File: src/hdl/tlen_pkg.sv
// Types and constants shared by the text line-ending normaliser.
// Word layouts, character codes and the controller-datapath command set.
// No dependencies.
`default_nettype none

package tlen_pkg;

  localparam logic [7:0] CHAR_TAB   = 8'h09;
  localparam logic [7:0] CHAR_LF    = 8'h0A;
  localparam logic [7:0] CHAR_CR    = 8'h0D;
  localparam logic [7:0] CHAR_SPACE = 8'h20;

  localparam logic CMD_TEXT = 1'b0;
  localparam logic CMD_EOT  = 1'b1;

  typedef struct packed {
    logic       command;
    logic [7:0] data_char;
  } in_word_t;

  typedef struct packed {
    logic [7:0] out_char;
    logic       last;
  } out_word_t;

  // Class of an incoming word against the current state.
  typedef enum logic [2:0] {
    CLS_EOT      = 3'd0,
    CLS_ABSORB   = 3'd1,
    CLS_LINE_END = 3'd2,
    CLS_BLANK    = 3'd3,
    CLS_ORD      = 3'd4
  } cls_t;

  // Datapath operation for one cycle.
  typedef enum logic [2:0] {
    OP_NONE     = 3'd0,
    OP_EOT      = 3'd1,
    OP_ABSORB   = 3'd2,
    OP_LINE_END = 3'd3,
    OP_BLANK    = 3'd4,
    OP_STEP     = 3'd5
  } op_t;

  typedef struct packed {
    op_t  op;
    logic load_char;
  } cmd_t;

  typedef struct packed {
    cls_t cls;
    logic step_is_char;
    logic out_free;
  } sts_t;

endpackage

`default_nettype wire

File: src/hdl/tlen_datapath.sv
// Datapath of the text line-ending normaliser: pending counts, flags,
// held character and the output register.
// Depends on tlen_pkg.
`default_nettype none

module tlen_datapath
  import tlen_pkg::*;
#(
  parameter int MAX_PENDING_SPACES   = 31,
  parameter int MAX_PENDING_NEWLINES = 32
) (
  input  wire logic      clk,
  input  wire logic      rst,
  input  wire in_word_t  char_word,
  input  wire cmd_t      cmd,
  output sts_t           sts,
  output logic           text_valid,
  input  wire logic      text_ready,
  output out_word_t      text_word
);

  localparam int SpW = $clog2(MAX_PENDING_SPACES + 1);
  localparam int NlW = $clog2(MAX_PENDING_NEWLINES + 1);
  localparam logic [SpW-1:0] SpMax = SpW'(MAX_PENDING_SPACES);
  localparam logic [NlW-1:0] NlMax = NlW'(MAX_PENDING_NEWLINES);

  logic [NlW-1:0] pending_newlines;
  logic [SpW-1:0] pending_spaces;
  logic           after_cr;
  logic           emitted_any;
  logic [7:0]     held_char;
  logic [7:0]     step_char;
  logic [7:0]     ch;
  cls_t           cls;

  assign ch = char_word.data_char;

  always_comb begin
    priority if (char_word.command == CMD_EOT) begin
      cls = CLS_EOT;
    end else if (ch == CHAR_LF && after_cr) begin
      cls = CLS_ABSORB;
    end else if (ch == CHAR_CR || ch == CHAR_LF) begin
      cls = CLS_LINE_END;
    end else if (ch == CHAR_TAB || ch == CHAR_SPACE) begin
      cls = CLS_BLANK;
    end else begin
      cls = CLS_ORD;
    end
  end

  assign step_char        = cmd.load_char ? ch : held_char;
  assign sts.cls          = cls;
  assign sts.step_is_char = (pending_newlines == '0) && (pending_spaces == '0);
  assign sts.out_free     = !text_valid || text_ready;

  always_ff @(posedge clk) begin
    if (cmd.load_char) begin
      held_char <= ch;
    end
    if (rst) begin
      pending_newlines <= '0;
      pending_spaces   <= '0;
      after_cr         <= 1'b0;
      emitted_any      <= 1'b0;
      text_valid       <= 1'b0;
    end else begin
      if (cmd.op == OP_STEP || (cmd.op == OP_EOT && emitted_any)) begin
        text_valid <= 1'b1;
      end else if (text_ready) begin
        text_valid <= 1'b0;
      end
      unique case (cmd.op)
        OP_NONE: begin
        end
        OP_EOT: begin
          if (emitted_any) begin
            text_word.out_char <= CHAR_LF;
            text_word.last     <= 1'b1;
          end
          pending_newlines <= '0;
          pending_spaces   <= '0;
          after_cr         <= 1'b0;
          emitted_any      <= 1'b0;
        end
        OP_ABSORB: begin
          after_cr <= 1'b0;
        end
        OP_LINE_END: begin
          after_cr       <= (ch == CHAR_CR);
          pending_spaces <= '0;
          if (pending_newlines < NlMax) begin
            pending_newlines <= pending_newlines + 1'b1;
          end
        end
        OP_BLANK: begin
          after_cr <= 1'b0;
          if (pending_spaces < SpMax) begin
            pending_spaces <= pending_spaces + 1'b1;
          end
        end
        OP_STEP: begin
          after_cr <= 1'b0;
          priority if (pending_newlines != '0) begin
            text_word.out_char <= CHAR_LF;
            text_word.last     <= 1'b0;
            pending_newlines   <= pending_newlines - 1'b1;
          end else if (pending_spaces != '0) begin
            text_word.out_char <= CHAR_SPACE;
            text_word.last     <= 1'b0;
            pending_spaces     <= pending_spaces - 1'b1;
          end else begin
            text_word.out_char <= step_char;
            text_word.last     <= 1'b1;
            emitted_any        <= 1'b1;
          end
        end
        default: begin
        end
      endcase
    end
  end

endmodule

`default_nettype wire

File: src/hdl/tlen_controller.sv
// Controller of the text line-ending normaliser: accepts input words and
// sequences the flush of pending newlines and spaces.
// Depends on tlen_pkg.
`default_nettype none

module tlen_controller
  import tlen_pkg::*;
(
  input  wire logic clk,
  input  wire logic rst,
  input  wire logic char_valid,
  output logic      char_ready,
  input  wire sts_t sts,
  output cmd_t      cmd
);

  typedef enum logic [1:0] {
    ST_IDLE  = 2'b01,
    ST_FLUSH = 2'b10
  } state_t;

  state_t state;
  state_t state_next;

  always_comb begin
    char_ready    = 1'b0;
    cmd.op        = OP_NONE;
    cmd.load_char = 1'b0;
    state_next    = state;
    unique case (state)
      ST_IDLE: begin
        char_ready = sts.out_free;
        if (char_valid && sts.out_free) begin
          unique case (sts.cls)
            CLS_EOT:      cmd.op = OP_EOT;
            CLS_ABSORB:   cmd.op = OP_ABSORB;
            CLS_LINE_END: cmd.op = OP_LINE_END;
            CLS_BLANK:    cmd.op = OP_BLANK;
            CLS_ORD: begin
              cmd.op        = OP_STEP;
              cmd.load_char = 1'b1;
              if (!sts.step_is_char) begin
                state_next = ST_FLUSH;
              end
            end
            default: cmd.op = OP_NONE;
          endcase
        end
      end
      ST_FLUSH: begin
        // advance one pending character per free output slot
        if (sts.out_free) begin
          cmd.op = OP_STEP;
          if (sts.step_is_char) begin
            state_next = ST_IDLE;
          end
        end
      end
      default: state_next = ST_IDLE;
    endcase
  end

  always_ff @(posedge clk) begin
    if (rst) begin
      state <= ST_IDLE;
    end else begin
      state <= state_next;
    end
  end

endmodule

`default_nettype wire

File: src/hdl/text_line_ending_normalizer.sv
// Top level of the text line-ending normaliser: controller and datapath.
// Depends on tlen_pkg, tlen_controller and tlen_datapath.
//
//   channel  | handshake               | word
//   ---------+-------------------------+---------------------------------
//   input    | char_valid / char_ready | char_word (command, data_char)
//   output   | text_valid / text_ready | text_word (out_char, last)
//
// An ordinary character behind n held newlines and m held spaces gives
// 1 + n + m words: the flush sequencer emits one word per cycle, while the
// output is free, from the single output register; no input is taken meanwhile.
// A stalled output holds the next word out; reset clears counts and flags.
`default_nettype none

module text_line_ending_normalizer
  import tlen_pkg::*;
#(
  parameter int MAX_PENDING_SPACES   = 31,
  parameter int MAX_PENDING_NEWLINES = 32
) (
  input  wire logic     clk,
  input  wire logic     rst,
  input  wire logic     char_valid,
  output logic          char_ready,
  input  wire in_word_t char_word,
  output logic          text_valid,
  input  wire logic     text_ready,
  output out_word_t     text_word
);

  cmd_t cmd;
  sts_t sts;

  tlen_controller u_controller (
    .clk        (clk),
    .rst        (rst),
    .char_valid (char_valid),
    .char_ready (char_ready),
    .sts        (sts),
    .cmd        (cmd)
  );

  tlen_datapath #(
    .MAX_PENDING_SPACES   (MAX_PENDING_SPACES),
    .MAX_PENDING_NEWLINES (MAX_PENDING_NEWLINES)
  ) u_datapath (
    .clk        (clk),
    .rst        (rst),
    .char_word  (char_word),
    .cmd        (cmd),
    .sts        (sts),
    .text_valid (text_valid),
    .text_ready (text_ready),
    .text_word  (text_word)
  );

endmodule

`default_nettype wire

File: config.mk
export PLATFORM = sky130hd
export DESIGN_NAME = text_line_ending_normalizer
export DESIGN_NICKNAME = d
export VERILOG_FILES = /design/src/hdl/tlen_pkg.sv /design/src/hdl/tlen_datapath.sv /design/src/hdl/tlen_controller.sv /design/src/hdl/text_line_ending_normalizer.sv
export SDC_FILE = /design/constraint.sdc
export NUM_CORES = 1
export LEC_CHECK = 0
export ABC_CLOCK_PERIOD_IN_PS = 4820
export BUFFER_PORTS_ARGS = -buffer_cell sky130_fd_sc_hd__clkbuf_2
export CAP_MARGIN = 20
export CORE_ASPECT_RATIO = 0.5
export CORE_MARGIN = 10
export CORE_UTILIZATION = 45
export CTS_CLUSTER_DIAMETER = 60
export DETAILED_ROUTE_END_ITERATION = 7
export PLACE_DENSITY = 0.66
export SLEW_MARGIN = 15
export SYNTH_ARGS = -nofsm -noshare
export SYNTH_HDL_FRONTEND = slang
export SYNTH_HIERARCHICAL = 1
export SYNTH_SLANG_ARGS = --single-unit
File: constraint.sdc
create_clock -name clk -period 4.82 [get_ports clk]
set_clock_uncertainty 0.1 [all_clocks]
set_input_delay 0.482 -clock clk [delete_from_list [all_inputs] [get_ports clk]]
set_output_delay 0.482 -clock clk [all_outputs]
set_load 0.005 [all_outputs]
==> impl_results.md <==
- Synth unique cells: 52
- Max-slew violations: 0
- Max-cap check violation count: 0
- Worst Path Required: 4930 ps
- WL per Instance: 15.0 um
- Endpoint class of the critical path: flop
- Vias in the first global route: 1613
- Initial antenna violation count: 0
- CP max FO: 16
- DRC viols: 0
- Rel. slew slack: 46.2%
- CTS H-tree depth: 2
- Worst skew pair latency: 280 ps
- Post-CTS sizing: 0
- First-pass GRT wire length: 7470 um
- GRT Residual Overflow: 0
- # port buffers: 23
- Vias per cell: 5.75
- Synthesis-to-finish area growth: 16.7%
- Leakage: 0.895 nW
- # placed instances: 285
- Worst hold path type: in -> reg
- Layout Cells excl Fill: 293
- All-layer global routing usage: 12.0%
- Seq cells post-synth: 33
- Initial Util: 48.1%
- Die area: 0.00748 sq mm
- Clock tree buffer depth: 2
- Layout cells sized above 1: 23.4%
- Final nets: 257
- Worst slew pin tran: 801 ps
- Routed vias: 1685
- Status: complete, no violations
- Hold Vio Cnt, Final: 0
- 1st-pass router iterations: 4
- Drt first-iter violations: 138
- Largest net degree at the start of global routing: 21
- Post-synthesis cell area: 0.00194 sq mm
- Worst vdd ir: 0.000129 V
- Syn. warnings: 6
- Detailed placement HPWL: 3280 um
- Syn_area_per_cell: 9.17 sq um
- Cell row count: 16
- Startpoint Class: input port
- RSZ-0062 raised after global routing: no
- Vert. Die Dim: 66.4 um
- Setup TNS Final: 0 ps
- Cells after synthesis: 211
- Core Region: 0.00402 sq mm
- Post-synth EDFFs: 9
- Cell Pwr Density: 329 mW/mm^2
- Total wire length: 4410 um
- Fin crit share: 82.7%
- Post-Syn Nets: 230
- # setup viols final: 0
- Setup bufs post-CTS: 0
- Placer Congestion: 0.841
- Root buffer cell: clkbuf_8
- Clk pin slew, worst setup/hold paths: 70 ps
- Ys async rst share: 0%
- Period minus WS final: 3980 ps
- CTS tree: built
- Routed Antenna Nets: 0
- CTS Hold Bufs: 0
- Die Wd: 113 um
- TritonCTS Buffers: 5
- Fmax: 0.251 GHz
- Arr. time, crit path: 4090 ps
- Sequential area share after synthesis: 38.8%
- Critical path class: in -> reg
- IO Count: 24
- Clock Sinks: 33
- Diode count: 0
- Most used DFF post-synth: dfxtp_1
==> critical path, stage by stage <==
cell,delay (ps)
clkbuf_2,100
nor3_1,450
nor4b_1,680
or3b_4,260
a21o_2,120
a21oi_1,60
buf_4,170
nand3b_1,90
buf_4,210
clkinv_1,240
ha_1,400
nor3_1,180
o21ai_0,130
a311o_1,370
a31oi_1,130
==> metrics by stage <==
stage | area (sq um) | total power [mW] | util [%] | hold WS, ps | setup slack [ps]
2_1_floorplan | 1940 | 0.404 | - | 345 | 1020
3_3_place_gp | 2130 | 0.436 | 52.8 | 351 | 786
3_5_place_dp | 2130 | 0.440 | 52.8 | 360 | 601
4_1_cts | 2260 | 0.750 | 56.2 | 357 | 862
5_1_grt | 2260 | 0.780 | 56.2 | 357 | 603
6_report | 2260 | 0.744 | 56.2 | 363 | 836
==> power breakdown <==
| part | internal (mW) | total (mW) | switching [mW] |
|---|---|---|---|
| logic | 0.0527 | 0.122 | 0.0692 |
| clock network | 0.205 | 0.309 | 0.104 |
| registers | 0.305 | 0.312 | 0.00697 |
| total | 0.564 | 0.744 | 0.180 |
==> kinds of logic after synthesis <==
kind of cell | share of synthesized area (%)
flip-flops | 38.8
AO/OA/AOI/OAI | 20.3
multiplexers | 6.72
buffers and inverters | 2.65
AND/OR/NAND/NOR | 25.4
adder cells (fa/ha/maj) | 3.88
XOR/XNOR | 2.26
==> sequential cells by signal (all words and copies together) (netlist names) <==
name	flops
u_datapath/emitted_any	1
u_datapath/pending_spaces	5
u_datapath/text_word	9
u_controller/state	2
u_datapath/held_char	8
u_datapath/text_valid	1
u_datapath/after_cr	1
u_datapath/pending_newlines	6
==> area by class of cell <==
type	count	area (sq um)
inverters	4	15.0
fillers	358	1760
flip-flops and latches	33	751
repair buffers	28	153
well taps	54	67.6
clock buffers	5	68.8
clock inverters	3	65.1
multi-input cells	166	1140
==> metal layers <==
layer	track usage, %	routed length (um)	up-vias
met4	5.03	50	0
li1	-	-	845
met5	0	0	-
met2	19.4	1960	57
met1	14.7	2080	779
met3	3.35	314	4
==> cells in the mapped netlist, types with 5 or more instances <==
cell      instances  area share, %
nor2_1           16            3.1
nand3_1           8            2.1
dfxtp_1          24             25
buf_2             5            1.3
nand2b_1          5            1.6
and3_1            8            2.6
nand2_1          15            2.9
o211ai_1          6            2.3
mux2_2            8            4.7
a21oi_1          11            2.8
a31oi_1           5            1.6
ha_1              6            3.9
nor3_1            9            2.3
edfxtp_1          9             14
o21ai_0           9            2.3
==> placed cells by master (no fill, tap or decap), types with 5 or more instances in the layout <==
cell type  synthesis  layout
a21oi_1           11      11
a31oi_1            5       5
and3_1             8       8
buf_4              0       5
clkbuf_2           0      23
clkbuf_8           0       5
dfxtp_1           24      24
edfxtp_1           9       9
ha_1               6       6
mux2_2             8       8
nand2_1           15      15
nand2b_1           5       5
nand3_1            8       8
nor2_1            16      16
nor3_1             9       9
o211ai_1           6       6
o21ai_0            9       9
==> final timing paths <==
path	from	slack, ps	cells after the start	to
max	char_word[4]	840	15	u_datapath/pending_newlines[5]
min	char_word[7]	360	2	u_datapath/held_char[7]
max reg2reg	u_datapath/after_cr	950	16	u_datapath/pending_newlines[5]
min reg2reg	u_datapath/held_char[7]	380	1	u_datapath/held_char[7]
(Power assumes the default switching activity.)
